### config.mk
export PLATFORM = sky130hd
export DESIGN_NAME = avg_queue
export DESIGN_NICKNAME = d
export VERILOG_FILES = /design/src/rtl/arrow_outline_vertex_gen_top_macros.svh /design/src/rtl/avg_pkg.sv /design/src/rtl/avg_queue.sv
export SDC_FILE = /design/constraint.sdc
export NUM_CORES = 1
export LEC_CHECK = 0
export BUFFER_PORTS_ARGS = -buffer_cell sky130_fd_sc_hd__buf_2
export CAP_MARGIN = 20
export CORE_UTILIZATION = 50
export DETAILED_ROUTE_END_ITERATION = 10
export GPL_TIMING_DRIVEN = 0
export PLACE_DENSITY = 0.77
export RECOVER_POWER = 100
export SLEW_MARGIN = 20
export SYNTH_ARGS = -nofsm -noshare
export SYNTH_HDL_FRONTEND = slang
export SYNTH_SLANG_ARGS = --single-unit
export TNS_END_PERCENT = 100
### constraint.sdc
create_clock -name clk -period 20.8 [get_ports clk]
set_clock_uncertainty 0.1 [all_clocks]
set_input_delay 2.08 -clock clk [delete_from_list [all_inputs] [get_ports clk]]
set_output_delay 2.08 -clock clk [all_outputs]
set_load 0.02 [all_outputs]
### src/rtl/arrow_outline_vertex_gen_top_macros.svh
// Assertion helpers for the RTL (included by avg_back).
`ifndef ARROW_OUTLINE_VERTEX_GEN_TOP_MACROS_SVH
`define ARROW_OUTLINE_VERTEX_GEN_TOP_MACROS_SVH

// Clocked check, off while in reset.
`define AVG_CHK(lbl, prop, msg) \
  lbl: assert property (@(posedge clk) disable iff (!rst_n) prop) else $error(msg);

// Condition that must never be seen.
`define AVG_NEVER(lbl, cond, msg) \
  `AVG_CHK(lbl, !(cond), msg)

`endif

### src/rtl/avg_pkg.sv
`timescale 1ns / 1ps
package avg_pkg;

  localparam int CW     = 24;       // coordinate width
  localparam int QDEPTH = 2;
  localparam int OW     = CW + 4;   // offset width (lx, gx, ex ...)
  localparam int VW     = CW + 8;   // vertex sum width before saturation

  typedef struct packed {
    logic signed [CW-1:0] tail_x;
    logic signed [CW-1:0] tail_y;
    logic signed [CW-1:0] tip_x;
    logic signed [CW-1:0] tip_y;
    logic signed [CW-1:0] shaft_width;
    logic signed [CW-1:0] head_width;
    logic signed [CW-1:0] head_length;
  } avg_in_t;

  typedef struct packed {
    logic [2:0]           vertex_number;
    logic signed [CW-1:0] vertex_x;
    logic signed [CW-1:0] vertex_y;
    logic                 degenerate;
    logic                 last_vertex;
  } avg_out_t;

  typedef struct packed {
    avg_in_t              req;
    logic signed [CW:0]   dx;
    logic signed [CW:0]   dy;
    logic                 degen;
  } avg_job_t;

  typedef struct packed {
    logic        start;
    logic [63:0] num;
    logic [63:0] den;
  } avg_div_req_t;

  typedef struct packed {
    logic        done;
    logic [63:0] quot;
  } avg_div_rsp_t;

  typedef enum logic [10:0] {
    S_IDLE = 11'b000_0000_0001,
    S_SQ   = 11'b000_0000_0010,
    S_SUM  = 11'b000_0000_0100,
    S_SQRT = 11'b000_0000_1000,
    S_DIVX = 11'b000_0001_0000,
    S_DIVY = 11'b000_0010_0000,
    S_HWM  = 11'b000_0100_0000,
    S_HST  = 11'b000_1000_0000,
    S_DIVH = 11'b001_0000_0000,
    S_MUL  = 11'b010_0000_0000,
    S_EMIT = 11'b100_0000_0000
  } avg_state_t;

endpackage

### src/rtl/avg_queue.sv
`timescale 1ns / 1ps
module avg_queue import avg_pkg::*; (
  input  logic     clk,
  input  logic     rst_n,
  input  logic     push,
  input  avg_job_t push_job,
  input  logic     pop,
  output avg_job_t pop_job,
  output logic     full,
  output logic     empty
);

  localparam int PW = (QDEPTH > 1) ? $clog2(QDEPTH) : 1;
  localparam int CNTW = $clog2(QDEPTH + 1);

  avg_job_t        mem_r [QDEPTH];
  logic [PW-1:0]   wr_ptr_r, wr_ptr_nxt, rd_ptr_r, rd_ptr_nxt;
  logic [CNTW-1:0] cnt_r, cnt_nxt;

  assign full    = (cnt_r == CNTW'(QDEPTH));
  assign empty   = (cnt_r == '0);
  assign pop_job = mem_r[rd_ptr_r];

  always_comb begin
    wr_ptr_nxt = wr_ptr_r;
    rd_ptr_nxt = rd_ptr_r;
    cnt_nxt    = cnt_r;
    if (push) begin
      wr_ptr_nxt = (wr_ptr_r == PW'(QDEPTH - 1)) ? '0 : wr_ptr_r + 1'b1;
    end
    if (pop) begin
      rd_ptr_nxt = (rd_ptr_r == PW'(QDEPTH - 1)) ? '0 : rd_ptr_r + 1'b1;
    end
    if (push && !pop) cnt_nxt = cnt_r + 1'b1;
    else if (pop && !push) cnt_nxt = cnt_r - 1'b1;
  end

  always_ff @(posedge clk) begin
    if (!rst_n) begin
      wr_ptr_r <= '0;
      rd_ptr_r <= '0;
      cnt_r    <= '0;
    end else begin
      wr_ptr_r <= wr_ptr_nxt;
      rd_ptr_r <= rd_ptr_nxt;
      cnt_r    <= cnt_nxt;
    end
  end

  always_ff @(posedge clk) begin
    if (push) mem_r[wr_ptr_r] <= push_job;
  end

endmodule

==> flow_summary.ini <==
[status]
outcome = finished, violations left
failed_checks = max-capacitance violations, max-slew violations

[timing]
rsz0062_at_grt = no
drv_slew = 228
tns_ps = 0
slew_headroom_pct = -99.8
fin_crit_ps = 7960
clock.fmax_ghz = 0.126
finalHoldViolCount = 0
setup_viol = 0
finalCritPeriodShare_pct = 38.3
worstMarginPinSlew_ps = 3000

[clock_network]
clk_pin_slew_ps = 60
cts_root_buffer = clkbuf_16
clock_latency_ps = 510
post_cts_buffers = 0
h-tree-depth = 2
clock-sinks = 443
postCtsResizedCells = 0
numCtsBuffers = 43
cts_tree = done
hold_buffers = 0
cts_buffer_depth = 3

[global_route]
grtUsageTotal_pct = 19.1
antenna_found_initial = 5
grt_max_degree = 54
grt_pass1_vias = 8545
grt.overflow.total = 0
grt_pass1_wl_mm = 47.5

[setup_path]
worstSetupPathType = in2reg
critPathArrivalTime_ps = 7930
cp-end-kind = flop
crit_fanout = 53
crit_required_ps = 20770
critPathLaunchType = input pin

[final_layout]
nNetsFinal = 1428
drive_gt1_share_pct = 36.8
syn_to_final_growth_pct = 21.9
fillerInstances = 2387
utilization_pct = 62.3

[detailed_routing]
via_per_inst = 5.09
drt-total-wl_mm = 32.6
dr.pass1.iters = 4
drtAntennaViolNets = 0
drc = 0
vias = 8345
wl_per_cell_um = 19.9
drt_iter0_markers = 338

[yosys]
synth_flop_cell = edfxtp_1
synth_area_leaders = edfxtp_1 (81%), mux2_2 (15%), clkbuf_8 (1.8%), dfxtp_1 (0.62%), buf_6 (0.21%)
synth_area_um2 = 16200
async_flop_share_pct = 0
synthCells = 703
synth_seq_area_share_pct = 82.0
synth_edf_count = 438
yosys_warnings = 0
yosys.area.top_type = edfxtp_1
ys_ff_latch = 443
yosysTopAreaCellShare_pct = 81.4
ys_types = 17
synth_nets = 927
avgSynthCellArea_um2 = 23.0

[floorplanning]
die_h_um = 182
coreArea_um2 = 31600
io_pins = 444
start_util_pct = 51.1
rows = 65
die_x_um = 182
die_area_um2 = 33000

[place]
place_congestion = 0.752
io_buffers = 443
post-dp-hpwl_mm = 22.8

[pwr]
leakage_uw = 0.00677
max-vdd-ir-drop_uv = 84.5
powerDensity_nw_per_um2 = 101

[min_path]
hold_path.class = reg2reg

[flow_run]
drv_cap = 5
==> state kept, by name, summed over array words and instances (netlist names), named ones only <==
register,count
rd_ptr_r,1
wr_ptr_r,1
mem_r,438
cnt_r,2
==> path summary, 6_finish.rpt <==
kind,from,slack [ps],depth (start not counted),end
setup / recovery,push,12840,4,mem_r[1][163]
hold reg to reg,cnt_r[1],450,2,cnt_r[1]
setup reg to reg,wr_ptr_r,14260,3,mem_r[1][163]
hold / removal,cnt_r[1],450,2,cnt_r[1]
==> per-stage QoR <==
step	area [µm²]	setup WS, ps	instances	total power, µW	hold slack (ps)
floorplan	16200	8300	703	1220	366
global placement	18900	2730	1548	1320	379
detailed placement	19200	16680	1561	1320	424
CTS	20500	16630	1638	2040	438
global route	19700	12310	1640	2060	492
finish	19700	12840	1640	1990	445
==> synth_stat cells, drive strengths merged, types with 2 or more instances <==
| cell | n |
|---|---|
| edfxtp | 438 |
| mux2 | 219 |
| clkbuf | 21 |
| dfxtp | 5 |
| and2 | 4 |
| buf | 3 |
| nor2b | 2 |
| xor2 | 2 |
==> critical path, stage by stage <==
cell	delay [ps]
clkbuf_1	170
and2_0	1540
clkbuf_1	1880
clkbuf_1	2180
==> final cells by class <==
cell class	count	area [µm²]	area share, %
antenna	2	5.00	0.0254
buffer	24	90.1	0.457
clock buffer	55	1160	5.91
clock inverter	22	149	0.756
inverter	1	3.75	0.0191
multi-input combinational	235	2580	13.1
sequential	443	13300	67.3
tap	402	503	2.55
timing repair buffer	456	1950	9.91
==> power by group <==
group	leakage, µW	switching [µW]	internal (µW)
Combinational	0.00197	144	78.6
Clock	0.000643	304	418
Sequential	0.00415	9.62	1030
Total	0.00677	458	1530
==> cells in the final DEF (no fill, tap or decap), drive strengths merged <==
cell type  synthesis  routed
bufinv             0       2
o21a               1       1
nor2               1       1
nor2b              2       2
o21ai              1       1
xor2               2       2
inv                1       1
clkbuf            21     342
and2b              1       1
and2               4       4
or3                1       1
diode              0       2
buf                3     193
xnor2              1       1
ha                 1       1
clkinv             0      19
a21boi             1       1
edfxtp           438     438
dfxtp              5       5
mux2             219     219
clkinvlp           0       1
==> metal layers <==
metal	global-route usage (%)	share of wire (%)	up-vias
met3	6.92	9.2	77
met4	6.44	3.1	6
met5	0	0.098	-
li1	-	-	3818
met1	20.5	35	4105
met2	34.8	53	339
==> logic make-up after synthesis <==
family / count (synthesis) / synth area share, %
buffers and inverters: 25 / 2.02
adder cells (fa/ha/maj): 1 / 0.0774
AND/OR/NAND/NOR: 9 / 0.341
XOR/XNOR: 3 / 0.163
AO/OA/AOI/OAI: 3 / 0.124
multiplexers: 219 / 15.3
flip-flops: 443 / 82.0
Note: power is estimated with default switching activity, not from simulation.
