<file path="config.mk">
export PLATFORM = sky130hd
export DESIGN_NAME = avg_front
export DESIGN_NICKNAME = d
export VERILOG_FILES = /design/src/rtl/arrow_outline_vertex_gen_top_macros.svh /design/src/rtl/avg_pkg.sv /design/src/rtl/avg_front.sv
export SDC_FILE = /design/constraint.sdc
export NUM_CORES = 1
export LEC_CHECK = 0
export ABC_AREA = 0
export BUFFER_PORTS_ARGS = -buffer_cell sky130_fd_sc_hd__clkbuf_2
export CAP_MARGIN = 20
export CORE_AREA = 2 2 152 154
export DETAILED_ROUTE_END_ITERATION = 16
export DIE_AREA = 0 0 154 156
export SLEW_MARGIN = 15
export SYNTH_ARGS = -nofsm -noshare
export SYNTH_HDL_FRONTEND = slang
export SYNTH_SLANG_ARGS = --single-unit
</file>
<file path="constraint.sdc">
create_clock -name vclk -period 5
set_input_delay 0 -clock vclk [all_inputs]
set_output_delay 0 -clock vclk [all_outputs]
set_load 0.01 [all_outputs]
</file>
<file path="src/rtl/arrow_outline_vertex_gen_top_macros.svh">
// Assertion helpers for the RTL (included by avg_back).
`ifndef ARROW_OUTLINE_VERTEX_GEN_TOP_MACROS_SVH
`define ARROW_OUTLINE_VERTEX_GEN_TOP_MACROS_SVH

// Clocked check, off while in reset.
`define AVG_CHK(lbl, prop, msg) \
  lbl: assert property (@(posedge clk) disable iff (!rst_n) prop) else $error(msg);

// Condition that must never be seen.
`define AVG_NEVER(lbl, cond, msg) \
  `AVG_CHK(lbl, !(cond), msg)

`endif

</file>
<file path="src/rtl/avg_pkg.sv">
`timescale 1ns / 1ps
package avg_pkg;

  localparam int CW     = 24;       // coordinate width
  localparam int QDEPTH = 2;
  localparam int OW     = CW + 4;   // offset width (lx, gx, ex ...)
  localparam int VW     = CW + 8;   // vertex sum width before saturation

  typedef struct packed {
    logic signed [CW-1:0] tail_x;
    logic signed [CW-1:0] tail_y;
    logic signed [CW-1:0] tip_x;
    logic signed [CW-1:0] tip_y;
    logic signed [CW-1:0] shaft_width;
    logic signed [CW-1:0] head_width;
    logic signed [CW-1:0] head_length;
  } avg_in_t;

  typedef struct packed {
    logic [2:0]           vertex_number;
    logic signed [CW-1:0] vertex_x;
    logic signed [CW-1:0] vertex_y;
    logic                 degenerate;
    logic                 last_vertex;
  } avg_out_t;

  typedef struct packed {
    avg_in_t              req;
    logic signed [CW:0]   dx;
    logic signed [CW:0]   dy;
    logic                 degen;
  } avg_job_t;

  typedef struct packed {
    logic        start;
    logic [63:0] num;
    logic [63:0] den;
  } avg_div_req_t;

  typedef struct packed {
    logic        done;
    logic [63:0] quot;
  } avg_div_rsp_t;

  typedef enum logic [10:0] {
    S_IDLE = 11'b000_0000_0001,
    S_SQ   = 11'b000_0000_0010,
    S_SUM  = 11'b000_0000_0100,
    S_SQRT = 11'b000_0000_1000,
    S_DIVX = 11'b000_0001_0000,
    S_DIVY = 11'b000_0010_0000,
    S_HWM  = 11'b000_0100_0000,
    S_HST  = 11'b000_1000_0000,
    S_DIVH = 11'b001_0000_0000,
    S_MUL  = 11'b010_0000_0000,
    S_EMIT = 11'b100_0000_0000
  } avg_state_t;

endpackage

</file>
<file path="src/rtl/avg_front.sv">
`timescale 1ns / 1ps
module avg_front import avg_pkg::*; (
  input  avg_in_t  in_item,
  output avg_job_t job
);

  logic signed [CW:0] dx, dy;
  logic               bad_size;

  assign dx = {in_item.tip_x[CW-1], in_item.tip_x} - {in_item.tail_x[CW-1], in_item.tail_x};
  assign dy = {in_item.tip_y[CW-1], in_item.tip_y} - {in_item.tail_y[CW-1], in_item.tail_y};

  // sizes must be strictly positive
  assign bad_size = in_item.shaft_width[CW-1] || (in_item.shaft_width == '0) ||
                    in_item.head_width[CW-1]  || (in_item.head_width == '0)  ||
                    in_item.head_length[CW-1] || (in_item.head_length == '0);

  assign job.req   = in_item;
  assign job.dx    = dx;
  assign job.dy    = dy;
  assign job.degen = ((dx == '0) && (dy == '0)) || bad_size;

endmodule

</file>
==> flow_results.xml <==
<?xml version="1.0" encoding="UTF-8"?>
<metrics>
  <group name="timing">
    <metric name="max_slew_margin" unit="">0.575</metric>
    <metric name="min_period" unit="ns">3.34</metric>
    <metric name="setup_viol_count_final" unit="">0</metric>
    <metric name="final_hold_vios" unit="">0</metric>
    <metric name="totalNegativeSetupSlack" unit="ns">0</metric>
    <metric name="post-route-period-util" unit="">0.668</metric>
    <metric name="fin_worst_hold_slack" unit="ns">0.202</metric>
    <metric name="fmaxAchievable" unit="MHz">299</metric>
    <metric name="grt_setup_unrepaired" unit="">no</metric>
    <metric name="timing_max_transition_violations_final" unit="">0</metric>
    <metric name="worst-slew-pin-transition" unit="ns">0.634</metric>
  </group>
  <group name="final_layout">
    <metric name="postLayoutCellArea" unit="µm²">5400</metric>
    <metric name="final_core_util" unit="">0.241</metric>
    <metric name="total_number_of_nets_in_the_final_design" unit="">1082</metric>
    <metric name="areaGrowthSynthToFinish" unit="%">22.4</metric>
    <metric name="seq_cell_count" unit="">0</metric>
    <metric name="final_common_cell" unit="">sky130_fd_sc_hd__clkbuf_2</metric>
    <metric name="clock_buffers" unit="">0</metric>
    <metric name="ff_latch_area" unit="µm²">0</metric>
    <metric name="mostFrequentLayoutCells" unit="">387 x sky130_fd_sc_hd__clkbuf_2, 68 x sky130_fd_sc_hd__inv_1, 48 x sky130_fd_sc_hd__nand2_1, 48 x sky130_fd_sc_hd__ha_1, 46 x sky130_fd_sc_hd__a21oi_1</metric>
    <metric name="drive_above_1_share" unit="">0.463</metric>
  </group>
  <group name="setup_path">
    <metric name="critical_path_class" unit="">in -&gt; out</metric>
    <metric name="worst_path_max_delay_cell" unit="">sky130_fd_sc_hd__or4_1</metric>
    <metric name="critical_path.max_stage_delay" unit="ns">0.57</metric>
    <metric name="cell_chain_critical_path" unit="">clkbuf_2, inv_1, ha_1, fa_1, nand2b_1, a211oi_1, o211ai_1, a31oi_1, xor2_1, or4_1, nor3_2, nor4b_2, nand4_1, nand2_1, clkbuf_2</metric>
    <metric name="critical-path-top-cell-by-count" unit="">sky130_fd_sc_hd__clkbuf_2</metric>
    <metric name="critical_path_arrival" unit="ns">3.34</metric>
    <metric name="worst_setup_path_startpoint" unit="">in_item[72]</metric>
    <metric name="critPathMaxFanout" unit="">5</metric>
    <metric name="worst-path-stages" unit="">15</metric>
    <metric name="startpoint_type" unit="">input port</metric>
    <metric name="cell_type_group_with_the_largest_total_delay_on_the_critical_path" unit="">simple AND/OR/NAND/NOR gates</metric>
    <metric name="timing.critical_path.required" unit="ns">5.00</metric>
    <metric name="path_buf_inv" unit="">3</metric>
    <metric name="setup.worst_path.end_class" unit="">output port</metric>
    <metric name="critical_path.endpoint" unit="">job[0]</metric>
  </group>
  <group name="min_path">
    <metric name="min_path_type" unit="">in -&gt; out</metric>
  </group>
  <group name="drt">
    <metric name="antenna_left" unit="">0</metric>
    <metric name="drc" unit="">0</metric>
    <metric name="detail_route.first_pass.iterations" unit="">4</metric>
    <metric name="drt-initial-drc-count" unit="">243</metric>
    <metric name="routed_via_density" unit="">4.38</metric>
    <metric name="drt-wirelength-per-cell" unit="µm">15.9</metric>
    <metric name="vias" unit="">5034</metric>
    <metric name="finalWirelength" unit="µm">18300</metric>
  </group>
  <group name="grt">
    <metric name="gr-total-overflow" unit="">0</metric>
    <metric name="antenna_violations_before_repair" unit="">3</metric>
    <metric name="grt_pass1_vias" unit="">4595</metric>
    <metric name="global_route.usage.total" unit="">0.135</metric>
    <metric name="grt_pass1_wl" unit="µm">25400</metric>
    <metric name="grt_max_degree" unit="">11</metric>
  </group>
  <group name="floorplan">
    <metric name="std_cell_rows" unit="">55</metric>
    <metric name="start_util" unit="">0.197</metric>
    <metric name="fp.dieW" unit="µm">154</metric>
    <metric name="floorplan.die_area" unit="µm²">24000</metric>
    <metric name="io_pins" unit="">387</metric>
    <metric name="placeable_core_area" unit="µm²">22400</metric>
    <metric name="fp.dieH" unit="µm">156</metric>
  </group>
  <group name="yosys">
    <metric name="mappedNetlistNets" unit="">870</metric>
    <metric name="yosysSeqAreaShare" unit="">0</metric>
    <metric name="synth_cell_type_count" unit="">64</metric>
    <metric name="yosys_warnings" unit="">0</metric>
    <metric name="synthesis.area" unit="µm²">4410</metric>
    <metric name="syn-instance-count" unit="">652</metric>
    <metric name="syn-mean-instance-area" unit="µm²">6.76</metric>
  </group>
  <group name="clocking">
    <metric name="post-cts-setup-buffer-count" unit="">0</metric>
    <metric name="ctsHoldBuffers" unit="">0</metric>
    <metric name="post_cts.resized_instances" unit="">0</metric>
  </group>
  <group name="placed_design">
    <metric name="dp_hpwl" unit="µm">16900</metric>
    <metric name="dpl-instance-area" unit="µm²">5390</metric>
    <metric name="globalplace.congestion" unit="">0.797</metric>
    <metric name="port_buffers" unit="">387</metric>
  </group>
  <group name="power">
    <metric name="power.density" unit="nW/µm²">147</metric>
    <metric name="max_ir_drop_vdd" unit="V">0.0000545</metric>
    <metric name="leakage" unit="nW">3.11</metric>
  </group>
  <group name="run">
    <metric name="max_cap_viol_count" unit="">0</metric>
  </group>
  <group name="run_status">
    <metric name="status" unit="">finished clean</metric>
  </group>
</metrics>
## kinds of logic (layout without fill, tap and decap cells)
group | Yosys count | count (layout) | share of synthesized area
other cells | 0 | 2 | 0
buf+inv | 245 | 455 | 0.355
simple gates | 180 | 180 | 0.206
xor+xnor | 38 | 38 | 0.0755
mux | 3 | 3 | 0.00709
compound gates | 136 | 136 | 0.211
fa+ha+maj | 50 | 50 | 0.145
## per-layer routing
| layer | GRT usage | vias to the layer above | wire length (µm) |
|---|---|---|---|
| met1 | 0.167 | 2254 | 7670 |
| met5 | 0 | - | 13 |
| li1 | - | 2547 | - |
| met2 | 0.248 | 213 | 9080 |
| met4 | 0.0360 | 2 | 510 |
| met3 | 0.0128 | 18 | 1040 |
## layout make-up
cell class | instances | area, µm²
Tap cell | 285 | 357
Multi-Input combinational cell | 407 | 2840
Inverter | 68 | 255
Timing Repair Buffer | 387 | 1940
Fill cell | 2533 | 17000
Antenna cell | 2 | 5.00
## worst min-delay path by stage
stage,startpoint,end,cells past startpoint,slack [ns]
final,in_item[154],job[205],2,0.20
after global routing,in_item[59],job[110],2,0.21
after CTS,in_item[65],job[116],2,0.20
after detailed placement,in_item[65],job[116],2,0.20
after global placement,in_item[70],job[121],2,0.20
after floorplan,in_item[49],job[100],1,0.09
## where the power goes
group             total, mW  switching, mW  internal [mW]
Sequential                0              0              0
Combinational         0.791          0.478          0.313
Clock          0.0000000535              0   0.0000000535
Total                 0.791          0.478          0.313
## synthesized netlist by cell type (2+ instances only)
cell type / count / area [µm²]
sky130_fd_sc_hd__nand2b_1: 6 / 37.5
sky130_fd_sc_hd__xnor2_1: 23 / 201
sky130_fd_sc_hd__and3_1: 4 / 25.0
sky130_fd_sc_hd__nand3_1: 11 / 55.1
sky130_fd_sc_hd__a31oi_1: 4 / 25.0
sky130_fd_sc_hd__nor2b_1: 5 / 31.3
sky130_fd_sc_hd__o2bb2ai_1: 2 / 17.5
sky130_fd_sc_hd__a21o_1: 6 / 45.0
sky130_fd_sc_hd__or2_2: 2 / 12.5
sky130_fd_sc_hd__a211o_1: 2 / 17.5
sky130_fd_sc_hd__o211ai_1: 6 / 45.0
sky130_fd_sc_hd__nand2_1: 48 / 180
sky130_fd_sc_hd__nor3_1: 21 / 105
sky130_fd_sc_hd__ha_1: 48 / 601
sky130_fd_sc_hd__mux2i_1: 2 / 20.0
sky130_fd_sc_hd__nor4_1: 21 / 131
sky130_fd_sc_hd__a311oi_1: 2 / 17.5
sky130_fd_sc_hd__inv_1: 68 / 255
sky130_fd_sc_hd__o21ai_2: 2 / 17.5
sky130_fd_sc_hd__a21oi_1: 46 / 230
sky130_fd_sc_hd__xor2_1: 15 / 131
sky130_fd_sc_hd__o21bai_1: 4 / 30.0
sky130_fd_sc_hd__or4_1: 2 / 15.0
sky130_fd_sc_hd__clkbuf_1: 6 / 22.5
sky130_fd_sc_hd__buf_6: 2 / 22.5
sky130_fd_sc_hd__nor2_1: 38 / 143
sky130_fd_sc_hd__nor4b_1: 2 / 17.5
sky130_fd_sc_hd__a211oi_1: 7 / 52.6
sky130_fd_sc_hd__fa_1: 2 / 40.0
sky130_fd_sc_hd__o21ai_1: 2 / 10.0
sky130_fd_sc_hd__o2111a_1: 3 / 33.8
sky130_fd_sc_hd__o21a_1: 6 / 45.0
sky130_fd_sc_hd__nand4_1: 11 / 68.8
sky130_fd_sc_hd__o21ai_0: 23 / 115
sky130_fd_sc_hd__buf_4: 168 / 1260
sky130_fd_sc_hd__o211a_1: 4 / 40.0
## stage by stage
step | power [mW] | setup WS [ns] | std cells
after floorplan | 0.528 | 2.34 | 652
after global placement | 0.796 | 1.67 | 1147
after detailed placement | 0.797 | 1.60 | 1147
after CTS | 0.801 | 1.58 | 1147
after global routing | 0.866 | 1.30 | 1149
final | 0.791 | 1.66 | 1149
(Power assumes the default switching activity.)
